File: src/rtl/wesm_pkg.sv
// ----------------------------------------------------------------------------
// wesm_pkg
// Shared types and constants for the wheel encoder speed meter.
// ----------------------------------------------------------------------------
package wesm_pkg;

    localparam int TICKS_PER_REV = 6;
    localparam int FRACTION_BITS = 8;

    localparam int TIME_W     = 32;
    localparam int SPEED_W    = 32;
    localparam int CONST_W    = 24;
    localparam int TIMEOUT_W  = 16;
    localparam int POS_W      = 6;
    localparam int CFG_IDX_W  = 2;
    localparam int CFG_DATA_W = 32;

    // tick index and divider sizing
    localparam int TICK_IDX_W = (TICKS_PER_REV > 1) ? $clog2(TICKS_PER_REV) : 1;
    localparam int DIVIDEND_W = CONST_W + FRACTION_BITS;
    localparam int DIV_CNT_W  = (DIVIDEND_W > 1) ? $clog2(DIVIDEND_W) : 1;

    // reset values of the settings
    localparam logic [TIME_W-1:0]    DEBOUNCE_RST = 32'd4000;
    localparam logic [CONST_W-1:0]   CONST_RST    = 24'd7545600;
    localparam logic [TIMEOUT_W-1:0] TIMEOUT_RST  = 16'd5000;

    // setting indexes
    localparam logic [CFG_IDX_W-1:0] CFG_DEBOUNCE = 2'd0;
    localparam logic [CFG_IDX_W-1:0] CFG_CONSTANT = 2'd1;
    localparam logic [CFG_IDX_W-1:0] CFG_TIMEOUT  = 2'd2;

    // operation codes
    localparam logic OP_EDGE  = 1'b0;
    localparam logic OP_CHECK = 1'b1;

    typedef struct packed {
        logic              operation;
        logic [TIME_W-1:0] time_us;
        logic [TIME_W-1:0] time_ms;
    } t_in_word;

    typedef struct packed {
        logic [SPEED_W-1:0] speed_fixed;
        logic [TIME_W-1:0]  revolutions;
        logic               edge_accepted;
        logic               speed_cleared;
        logic [POS_W-1:0]   tick_position;
    } t_out_word;

endpackage

File: src/rtl/wheel_encoder_speed_meter.sv
// ----------------------------------------------------------------------------
// wheel_encoder_speed_meter
// Wheel speed from encoder edge periods, with a stall timeout check.
// ----------------------------------------------------------------------------
// Input channel (i_in_valid / o_in_ready / i_in_word) takes one word per event:
// an encoder edge with a microsecond stamp, or a timeout check with a
// millisecond stamp. Every input word yields exactly one output word on
// o_out_valid / i_out_ready / o_out_word, carrying speed, revolution count,
// tick position and the edge / clear flags after the update.
// Edge path: accept, debounce compare, period load, then a bit-serial
// restoring divider that shifts out one quotient bit per cycle for all
// DIVIDEND_W = 32 bits, then the result register. A rejected edge or a zero
// period skips the divider; a timeout check is a compare and then the result
// register. One word is in flight at a time; the divider loop sets the rate.
// The per-tick timestamps live in a small single-port memory with a valid
// bit per entry, so reset clears them at once and never-written ticks read 0.
// Reset (synchronous, active low) returns all settings to their defaults and
// clears speed, counters and tick state. If the receiver stalls, the result
// register holds its word and a new input word is still accepted; the next
// result waits in its final state until the register is free.
// Settings are written through i_cfg_we / i_cfg_idx / i_cfg_data by the user
// only while idle; the block itself does not enforce this.
// ----------------------------------------------------------------------------
module wheel_encoder_speed_meter
    import wesm_pkg::*;
(
    input  logic                  i_clk,
    input  logic                  i_rst_n,
    input  logic                  i_in_valid,
    output logic                  o_in_ready,
    input  t_in_word              i_in_word,
    output logic                  o_out_valid,
    input  logic                  i_out_ready,
    output t_out_word             o_out_word,
    input  logic                  i_cfg_we,
    input  logic [CFG_IDX_W-1:0]  i_cfg_idx,
    input  logic [CFG_DATA_W-1:0] i_cfg_data
);

    typedef enum logic [2:0] {
        S_IDLE,
        S_DEBOUNCE,
        S_LOAD,
        S_DIV,
        S_CHECK,
        S_FINISH
    } t_state;

    localparam logic [TICK_IDX_W-1:0] LAST_TICK = TICK_IDX_W'(TICKS_PER_REV - 1);
    localparam logic [TICK_IDX_W-1:0] FIRST_BEFORE = TICK_IDX_W'(1);

    t_state r_state;

    // settings
    logic [TIME_W-1:0]    r_debounce;
    logic [CONST_W-1:0]   r_constant;
    logic [TIMEOUT_W-1:0] r_timeout;

    // block state
    logic [TICK_IDX_W-1:0] r_tick_now;
    logic [TICK_IDX_W-1:0] r_tick_before;
    logic [TIME_W-1:0]     r_revs;
    logic [SPEED_W-1:0]    r_speed;
    logic [SPEED_W-1:0]    r_speed_at_check;
    logic [TIME_W-1:0]     r_next_due;

    // captured word and flags
    logic [TIME_W-1:0]     r_time_us;
    logic [TIME_W-1:0]     r_time_ms;
    logic                  r_acc;
    logic                  r_clr;

    // divider
    logic [TIME_W-1:0]     r_divisor;
    logic [TIME_W-1:0]     r_rem;
    logic [DIVIDEND_W-1:0] r_quo;
    logic [DIV_CNT_W-1:0]  r_div_cnt;

    // output register
    logic                  r_out_valid;
    t_out_word             r_out_word;

    // tick time memory
    logic [TIME_W-1:0]     r_mem [TICKS_PER_REV];
    logic [TICKS_PER_REV-1:0] r_mem_vld;
    logic [TIME_W-1:0]     r_rd_data;
    logic                  r_rd_vld;

    logic [TICK_IDX_W-1:0] rd_addr;
    logic                  mem_we;
    logic [TIME_W-1:0]     stored_time;
    logic [TIME_W-1:0]     elapsed;
    logic [TIME_W:0]       rem_sh;
    logic                  rem_ge;
    logic [TIME_W:0]       rem_diff;
    logic [TIME_W-1:0]     rem_next;
    logic [DIVIDEND_W-1:0] quo_next;
    logic                  out_free;

    assign o_in_ready  = (r_state == S_IDLE);
    assign o_out_valid = r_out_valid;
    assign o_out_word  = r_out_word;

    // read previous tick while idle, current tick afterward
    assign rd_addr     = (r_state == S_IDLE) ? r_tick_before : r_tick_now;
    assign mem_we      = (r_state == S_LOAD);
    assign stored_time = r_rd_vld ? r_rd_data : '0;
    assign elapsed     = r_time_us - stored_time;

    // one restoring division step
    assign rem_sh   = {r_rem, r_quo[DIVIDEND_W-1]};
    assign rem_diff = rem_sh - {1'b0, r_divisor};
    assign rem_ge   = !rem_diff[TIME_W];
    assign rem_next = rem_ge ? rem_diff[TIME_W-1:0] : rem_sh[TIME_W-1:0];
    assign quo_next = {r_quo[DIVIDEND_W-2:0], rem_ge};

    assign out_free = !r_out_valid || i_out_ready;

    always_ff @(posedge i_clk) begin
        if (mem_we) begin
            r_mem[r_tick_now] <= r_time_us;
        end
        r_rd_data <= r_mem[rd_addr];
    end

    always_ff @(posedge i_clk) begin
        if (!i_rst_n) begin
            r_mem_vld <= '0;
            r_rd_vld  <= 1'b0;
        end else begin
            if (mem_we) begin
                r_mem_vld[r_tick_now] <= 1'b1;
            end
            r_rd_vld <= r_mem_vld[rd_addr];
        end
    end

    always_ff @(posedge i_clk) begin
        if (!i_rst_n) begin
            r_state          <= S_IDLE;
            r_debounce       <= DEBOUNCE_RST;
            r_constant       <= CONST_RST;
            r_timeout        <= TIMEOUT_RST;
            r_tick_now       <= '0;
            r_tick_before    <= FIRST_BEFORE;
            r_revs           <= '0;
            r_speed          <= '0;
            r_speed_at_check <= '0;
            r_next_due       <= '0;
            r_time_us        <= '0;
            r_time_ms        <= '0;
            r_acc            <= 1'b0;
            r_clr            <= 1'b0;
            r_divisor        <= '0;
            r_rem            <= '0;
            r_quo            <= '0;
            r_div_cnt        <= '0;
            r_out_valid      <= 1'b0;
            r_out_word       <= '0;
        end else begin
            if (i_cfg_we) begin
                case (i_cfg_idx)
                    CFG_DEBOUNCE: r_debounce <= i_cfg_data[TIME_W-1:0];
                    CFG_CONSTANT: r_constant <= i_cfg_data[CONST_W-1:0];
                    CFG_TIMEOUT:  r_timeout  <= i_cfg_data[TIMEOUT_W-1:0];
                    default: ;
                endcase
            end

            // S_FINISH reloads the register itself when it is free
            if (r_out_valid && i_out_ready && (r_state != S_FINISH)) begin
                r_out_valid <= 1'b0;
            end

            case (r_state)
                S_IDLE: begin
                    if (i_in_valid) begin
                        r_time_us <= i_in_word.time_us;
                        r_time_ms <= i_in_word.time_ms;
                        r_acc     <= 1'b0;
                        r_clr     <= 1'b0;
                        r_state   <= (i_in_word.operation == OP_CHECK) ? S_CHECK
                                                                        : S_DEBOUNCE;
                    end
                end
                S_DEBOUNCE: begin
                    // wrap-safe elapsed time since the previous tick
                    if (elapsed > r_debounce) begin
                        r_acc   <= 1'b1;
                        r_state <= S_LOAD;
                    end else begin
                        r_state <= S_FINISH;
                    end
                end
                S_LOAD: begin
                    // rd data now holds this tick's time one revolution ago
                    r_divisor     <= elapsed;
                    r_rem         <= '0;
                    r_quo         <= {r_constant, FRACTION_BITS'(0)};
                    r_div_cnt     <= DIV_CNT_W'(DIVIDEND_W - 1);
                    r_tick_before <= r_tick_now;
                    if (r_tick_now == LAST_TICK) begin
                        r_tick_now <= '0;
                        r_revs     <= r_revs + 1'b1;
                    end else begin
                        r_tick_now <= r_tick_now + 1'b1;
                    end
                    if (elapsed == '0) begin
                        r_speed <= '1;
                        r_state <= S_FINISH;
                    end else begin
                        r_state <= S_DIV;
                    end
                end
                S_DIV: begin
                    r_rem     <= rem_next;
                    r_quo     <= quo_next;
                    r_div_cnt <= r_div_cnt - 1'b1;
                    if (r_div_cnt == '0) begin
                        r_speed <= SPEED_W'(quo_next);
                        r_state <= S_FINISH;
                    end
                end
                S_CHECK: begin
                    // plain compare, not wrap-safe
                    if (r_time_ms > r_next_due) begin
                        if (r_speed == r_speed_at_check) begin
                            r_speed          <= '0;
                            r_speed_at_check <= '0;
                            r_clr            <= 1'b1;
                        end else begin
                            r_speed_at_check <= r_speed;
                        end
                        r_next_due <= r_time_ms + TIME_W'(r_timeout);
                    end
                    r_state <= S_FINISH;
                end
                S_FINISH: begin
                    if (out_free) begin
                        r_out_valid                <= 1'b1;
                        r_out_word.speed_fixed     <= r_speed;
                        r_out_word.revolutions     <= r_revs;
                        r_out_word.edge_accepted   <= r_acc;
                        r_out_word.speed_cleared   <= r_clr;
                        r_out_word.tick_position   <= POS_W'(r_tick_now);
                        r_state                    <= S_IDLE;
                    end
                end
                default: begin
                    r_state <= S_IDLE;
                end
            endcase
        end
    end

`ifndef SYNTHESIS
    a_flags_exclusive: assert property (@(posedge i_clk) disable iff (!i_rst_n)
        o_out_valid |-> !(o_out_word.edge_accepted && o_out_word.speed_cleared))
        else $error("edge and clear flags both set");

    a_tick_range: assert property (@(posedge i_clk) disable iff (!i_rst_n)
        (r_tick_now <= LAST_TICK) && (r_tick_before <= LAST_TICK))
        else $error("tick index out of range");

    a_div_nonzero: assert property (@(posedge i_clk) disable iff (!i_rst_n)
        (r_state == S_DIV) |-> (r_divisor != '0))
        else $error("divider running on zero period");

    a_load_next: assert property (@(posedge i_clk) disable iff (!i_rst_n)
        (r_state == S_LOAD) |=> (r_state == S_DIV || r_state == S_FINISH))
        else $error("bad state after period load");

    a_check_no_accept: assert property (@(posedge i_clk) disable iff (!i_rst_n)
        (r_state == S_CHECK) |-> !r_acc)
        else $error("timeout check flagged as edge");
`endif

endmodule
File: config.mk
export PLATFORM = sky130hd
export DESIGN_NAME = wheel_encoder_speed_meter
export DESIGN_NICKNAME = d
export VERILOG_FILES = /design/src/rtl/wesm_pkg.sv /design/src/rtl/wheel_encoder_speed_meter.sv
export SDC_FILE = /design/constraint.sdc
export NUM_CORES = 1
export LEC_CHECK = 0
export ABC_AREA = 1
export BUFFER_PORTS_ARGS = -buffer_cell sky130_fd_sc_hd__clkbuf_2
export CAP_MARGIN = 20
export CORE_MARGIN = 1
export CORE_UTILIZATION = 55
export DETAILED_ROUTE_END_ITERATION = 8
export PLACE_DENSITY = 0.73
export SETUP_SLACK_MARGIN = 0.5
export SLEW_MARGIN = 20
export SYNTH_ARGS = -nofsm -noshare
export SYNTH_HDL_FRONTEND = slang
export SYNTH_SLANG_ARGS = --single-unit
File: constraint.sdc
create_clock -name i_clk -period 4.5 [get_ports i_clk]
set_clock_uncertainty 0.05 [all_clocks]
set_input_delay 0.9 -clock i_clk [delete_from_list [all_inputs] [get_ports i_clk]]
set_output_delay 0.9 -clock i_clk [all_outputs]
set_load 0.02 [all_outputs]
==> results of run 1 <==
## per-stage QoR
stage | area [um2] | utilization [%] | hold WS [ps] | total power [mW] | instances
floorplan | 32900 | - | 368 | 19.2 | 4260
global route | 37300 | 63.2 | 414 | 32.1 | 5205
finish | 37300 | 63.2 | 404 | 29.7 | 5209
detailed placement | 34400 | 58.2 | 392 | 23.0 | 5057
CTS | 36700 | 62.2 | 403 | 29.0 | 5184
global placement | 34400 | 58.2 | 391 | 22.8 | 5057
## layout make-up
cell class              instances  area, um2  share of cell area, %
diodes                          9       22.5                 0.0604
clock buffers                 102       2050                   5.49
clock inverters                25        275                  0.738
inverters                     527       1990                   5.32
multi-input cells            2863      15200                   40.6
flip-flops and latches        677      15500                   41.5
well taps                     773        967                   2.59
repair buffers                233       1380                   3.71
## registers in the layout, indices dropped and copies added (netlist names), 16 cells and up
| register | flops |
|---|---|
| o_out_word | 69 |
| r_constant | 24 |
| r_debounce | 32 |
| r_divisor | 32 |
| r_mem | 192 |
| r_next_due | 32 |
| r_quo | 32 |
| r_rd_data | 32 |
| r_rem | 32 |
| r_revs | 32 |
| r_speed | 32 |
| r_speed_at_check | 32 |
| r_time_ms | 32 |
| r_time_us | 32 |
| r_timeout | 16 |
## metal layers
metal | routed length, um | GRT usage, % | up-vias
li1 | - | - | 14400
met1 | 40200 | 39.9 | 13400
met2 | 40200 | 45.4 | 869
met3 | 5350 | 3.22 | 127
met4 | 1870 | 8.01 | 0
met5 | 0 | 0 | -
## how the worst min path moves through the flow
stage	to	slack [ps]	cells after the start
floorplan	r_mem_vld[1]	370	2
CTS	r_mem_vld[1]	400	2
detailed placement	r_mem_vld[1]	390	2
global route	r_mem_vld[1]	410	2
finish	r_mem_vld[1]	400	2
global placement	r_mem_vld[1]	390	2
## repair_timing
action / in CTS / in global routing
pin swaps: 0 / 21
gates cloned: 0 / 3
setup buffers: 0 / 13
endpoints found under the hold margin: 0 / 0
gates resized for setup: 1 / 106
setup endpoints to repair: 2 / 3
## synth_stat cells (all sizes together)
cell type	number
nor3	42
xor2	35
ha	146
fa	3
or4	1
nor3b	1
o211ai	39
nor4	15
a311oi	1
o221a	1
o2bb2ai	26
o21bai	7
o311ai	1
nand3b	11
dfxtp	485
buf	39
clkinv	5
clkbuf	154
or2	2
a21boi	4
a221oi	3
o21a	6
conb	1
xnor2	22
a21oi	461
nand2	936
nand3	193
a21o	11
a211oi	17
o31ai	1
a31oi	34
inv	522
o2111ai	1
o21ai	383
nor4b	1
nand4	44
edfxtp	192
o22ai	30
nor2	382
## cells by family (layout without fill, tap and decap cells)
logic type / after synthesis / count (layout)
buf+inv: 720 / 887
compound gates: 1026 / 1026
simple gates: 1628 / 1628
fa+ha+maj: 149 / 149
other cells: 1 / 12
xor+xnor: 57 / 57
flops: 677 / 677
## power by group
group          leakage (nW)  switching, mW  internal [mW]
Combinational          9.06           10.4           5.12
Sequential             5.72          0.753           7.52
Clock                  1.15           2.47           3.42
## critical path, delay by kind of cell, from the launching register on
family | cells | cell delay [ps]
fa+ha+maj | 3 | 810
simple gates | 17 | 1680
buf+inv | 5 | 460
compound gates | 2 | 240
flops | 1 | 390
==> results.cfg, run 1 <==
[run_status]
status = finished, final reports clean

[clock_tree]
cts_tree = built
clock_tree.buffer_depth = 3
clk_pin_slew_ps = 60
clockRootBuffer = clkbuf_16
cts_hold_buf = 0
cts.sinks = 677
htreeDepth = 3
cts_buffers = 71
clk_latency_ps = 620

[floorplan]
io_pins = 178
die_area_um2 = 60800
std_cell_rows = 89
fp.dieW_um = 247
initial_core_util_pct = 55.7
core-area_um2 = 59000
fp.dieH_um = 247

[logic_synthesis]
synth.top_cell.area_share_pct = 29.5
synthSimpleGateAreaFrac_pct = 20.3
muxShareOfSynthArea_pct = 0
synth_area_um2 = 32900
synth_xor_area_share_pct = 1.52
yosys.area.top_type = dfxtp_1
synth_area_leaders = dfxtp_1, edfxtp_1, nand2_1, a21oi_1, inv_1
synthAdderAreaFrac_pct = 5.74
syn_avg_cell_area_um2 = 7.72
yosys_warnings = 0
ys_seq_area_share_pct = 47.1
ys_ff_latch = 677
synth_compound_area_share_pct = 16.9
synth_cell_types = 51
syn_inst = 4258
synth_top_family_by_area = simple AND/OR/NAND/NOR gates

[timing]
slew_viol_final = 0
fin_tns_setup_ps = 0
rsz0062_at_grt = no
setup_viol = 0
fin_crit_sh_pct = 83.7
maxSlewHeadroom_pct = 32.5
finalHoldViolCount = 0
min_period_ps = 3770
final.setup.worst_slack_ps = 734
max_freq_mhz = 266
worst_slew_pin_slew_ps = 1010

[pwr]
power_density_nw_per_um2 = 795
vdd_drop_max_uv = 658
p_leak_nw = 15.9

[global_route]
grt_pass1_vias = 26300
grt_max_degree = 111
grtUsageTotal_pct = 28.2
grt_overflow_total = 0
antenna_found_initial = 5
grt_pass1_wl_um = 138000

[critical_path]
required_ps = 4930
worstReg2RegStart = r_rd_vld
critical_path.endpoint = r_state[0]
r2r_cells = 27
cpMaxStageDelayCell = dfxtp_4
cp-startpoint = r_rd_vld
cp_slowest_stage_delay_ps = 390
cp_common_cell = nand2_1
worstSetupEndpointType = flop
startpoint_type = flop
cp_max_fo = 8
reg2reg_to = r_state[0]
arrival_ps = 4200
reg2reg_slack_ps = 730
critical_path_class = reg2reg

[detailed_routing]
drc = 0
dr.pass1.iters = 5
drt_iter0_markers = 2565
vias_per_cell = 5.52
wire_per_inst_um = 16.8
drtAntennaViolNets = 0
wirelength_um = 87600
num_vias = 28800

[placement]
gp_congestion = 0.946
hpwlAfterDp_um = 60100
io_buffer_count = 174
place_ws_ps = 486

[layout]
drive_gt1_share_pct = 10.4
final_cell_mix = nand2_1, inv_1, dfxtp_1, a21oi_1, o21ai_0
syn2layout_area_growth_pct = 13.5
nNetsFinal = 4626
fillers = 5246
final_common_cell = nand2_1

[worst_hold_path]
min-delay-path-class = reg2reg
worstHoldStart = r_mem_vld[1]

[run]
maxCapViolCount = 0
No activity file was read; power rests on OpenSTA's default activity.
==> run 2: changes to the inputs <==
--- a/config.mk
+++ b/config.mk
@@ -5,13 +5,13 @@
 export SDC_FILE = /design/constraint.sdc
 export NUM_CORES = 1
 export LEC_CHECK = 0
-export ABC_AREA = 1
+export ABC_AREA = 0
 export BUFFER_PORTS_ARGS = -buffer_cell sky130_fd_sc_hd__clkbuf_2
 export CAP_MARGIN = 20
 export CORE_MARGIN = 1
 export CORE_UTILIZATION = 55
 export DETAILED_ROUTE_END_ITERATION = 8
-export PLACE_DENSITY = 0.73
+export PLACE_DENSITY = 0.76
 export SETUP_SLACK_MARGIN = 0.5
 export SLEW_MARGIN = 20
 export SYNTH_ARGS = -nofsm -noshare
==> constraint.sdc (replaced) <==
create_clock -name i_clk -period 3.06 [get_ports i_clk]
set_clock_uncertainty 0.05 [all_clocks]
set_input_delay 0.612 -clock i_clk [delete_from_list [all_inputs] [get_ports i_clk]]
set_output_delay 0.612 -clock i_clk [all_outputs]
set_load 0.02 [all_outputs]
==> results.cfg, run 2 <==
[detailed_routing]
drt_iter0_markers = 2263
wire_per_inst_um = 18.4
drtAntennaViolNets = 0
dr.pass1.iters = 8
vias_per_cell = 5.74
wirelength_um = 85900
drc = 0
num_vias = 26800

[clock_tree]
clk_latency_ps = 620
cts_tree = built
clockRootBuffer = clkbuf_16
cts_buffers = 70
cts.sinks = 677
clk_pin_slew_ps = 60
clock_tree.buffer_depth = 3
htreeDepth = 3

[pwr]
pwr-share-clk_pct = 18.0
sw_frac_of_total_pct = 38.5
p_seq_share_pct = 24.6
p_leak_nw = 15.5
power_density_nw_per_um2 = 1170
vdd_drop_max_uv = 3000
p_int_mw = 28.7
share_comb_of_total_power_pct = 57.4
switching_power_mw = 17.9

[logic_synthesis]
ys_ff_latch = 677
syn_inst = 3404
synth_edf_count = 192
synth_ff_type = dfxtp_1
ys_async_sr_fraction_pct = 0
ys_seq_area_share_pct = 49.1
synth.top_cell.area_share_pct = 30.8
yosysMostFrequentCell = nand2_1
synthTopCellsByCount = nand2_1, dfxtp_1, a21oi_1
synth_area_um2 = 31500
yosys_warnings = 0
synth_area_leaders = dfxtp_1, edfxtp_1, nand2_1, a21oi_1, ha_1
yosys.area.top_type = dfxtp_1
synth_cell_types = 84
syn_avg_cell_area_um2 = 9.26

[floorplan]
initial_core_util_pct = 55.8
io_pins = 178
fp.dieH_um = 241
core-area_um2 = 56500
die_area_um2 = 58300
fp.dieW_um = 241
std_cell_rows = 87

[run_status]
status = finished with violations
violations = negative setup slack

[layout]
drive_gt1_share_pct = 25.6
final_common_cell = nand2_1
fillers = 4008
final_cell_mix = nand2_1, dfxtp_1, a21oi_1, buf_4, edfxtp_1
nNetsFinal = 4106
final_cells = 4665
syn2layout_area_growth_pct = 27.0
regMostFlops = r_mem
largest_reg_flops = 192

[timing]
fin_tns_setup_ps = -57510
min_period_ps = 4340
final.setup.worst_slack_ps = -1280
rsz0062_at_grt = yes
setup_viol = 69
fin_crit_sh_pct = 142
max_freq_mhz = 230
slew_viol_final = 0
worst_slew_pin_slew_ps = 769
finalHoldViolCount = 0
maxSlewHeadroom_pct = 47.4

[worst_hold_path]
worstHoldStart = i_in_word[23]
min-delay-path-class = in2reg
holdPathStages = 3
hold_end = r_time_ms[23]

[global_route]
grt_pass1_vias = 24900
grt_pass1_wl_um = 131000
grtUsageTotal_pct = 28.3
grt_overflow_total = 0
antenna_found_initial = 0
grt_max_degree = 124

[critical_path]
reg2reg_slack_ps = -1280
critical_path_class = reg2reg
worstReg2RegStart = r_rd_vld
arrival_ps = 4820
r2r_cells = 20
required_ps = 3530
startpoint_type = flop
worstSetupEndpointType = flop
reg2reg_to = r_state[0]
cp_max_fo = 8

[placement]
gp_congestion = 0.913
io_buffer_count = 174
placedCellCount = 4473
hpwlAfterDp_um = 56300

[run]
maxCapViolCount = 0
run 2: cell types whose count changed in the layout (fill, tap and decap cells not counted), moves of 102 or more:
| cell | change |
|---|---|
| inv_1 | -389 |
| buf_4 | +283 |
| o21ai_0 | -257 |
| nor2_1 | -209 |
| nand2_1 | -194 |
| nand3_1 | -124 |
| a21oi_1 | -102 |
run 2: power groups by stage:
stage,Sequential (mW),Combinational (mW),Clock [mW]
after floorplan,11.3,14.0,0
after global placement,11.5,21.2,0
after detailed placement,11.5,21.5,0
after CTS,11.4,23.8,8.46
after global routing,11.6,28.8,8.85
final,11.5,26.8,8.40
run 2: cell families (layout without fill, tap and decap cells):
kind of cell | Yosys count | in the layout | share of synthesized area, %
xor+xnor | 127 | 127 | 3.55
fa+ha+maj | 149 | 149 | 5.99
simple gates | 1179 | 1179 | 16.1
buf+inv | 319 | 821 | 4.01
mux | 130 | 130 | 5.40
flops | 677 | 677 | 49.1
compound gates | 822 | 822 | 15.9
other cells | 1 | 4 | 0.0119
run 2: cell type report:
| cell class | count | area (um2) | share of cell area, % |
|---|---|---|---|
| Inverter | 129 | 492 | 1.23 |
| Clock buffer | 98 | 1970 | 4.92 |
| Sequential cell | 677 | 15500 | 38.7 |
| Antenna cell | 1 | 2.50 | 0.00625 |
| Tap cell | 756 | 946 | 2.36 |
| Multi-Input combinational cell | 2410 | 16500 | 41.1 |
| Timing Repair Buffer | 565 | 4340 | 10.9 |
| Clock inverter | 29 | 297 | 0.741 |
run 2: worst max-delay path by stage:
stage | startpoint | to
after floorplan | r_rd_vld | r_state[0]
after global placement | r_rd_vld | r_state[0]
after detailed placement | r_rd_vld | r_state[0]
after CTS | r_rd_vld | r_state[0]
after global routing | r_rd_vld | r_state[0]
final | r_rd_vld | r_state[0]
run 2: what timing repair did:
action                                  CTS  global route
pin swaps                                64            77
gates resized for setup                 116           179
hold buffers                              0             0
endpoints found under the setup margin  170           230
cloned                                    6             3
buffers inserted                         22            33
run 2: critical path, stage by stage, from the launching register on:
cell and delay [ps]:
dfxtp_4 390, and2_4 150, ha_4 150, fa_2 370, nor2b_4 140, o31ai_2 90, a21oi_2 180, a21o_1 210
a31oi_4 130, o21a_1 230, o211ai_1 210, inv_1 90, ha_1 300, nand4_1 140, nor2_2 150, nand2_1 90
or3_4 340, or4_4 440, o31ai_4 90, a21oi_1 120, o31ai_1 220
run 2: metal layers:
metal  vias to the layer above  part of all wire (%)  global-route usage, %
li1                      12800                     -                      -
met1                     12900                    44                   39.4
met2                       879                    47                   45.7
met3                       176                   6.2                   4.15
met4                         0                   2.8                   8.48
met5                         -                     0                      0
run 2: through the flow:
step	setup slack [ps]	power, mW	hold WS, ps	area [um2]	utilization [%]
global placement	-1330	32.7	390	35700	63.2
CTS	-1170	43.6	131	38800	68.7
detailed placement	-1390	33.0	395	35700	63.2
global route	-1460	49.2	147	40000	70.8
floorplan	-941	25.3	382	32000	-
finish	-1280	46.6	157	40000	70.8
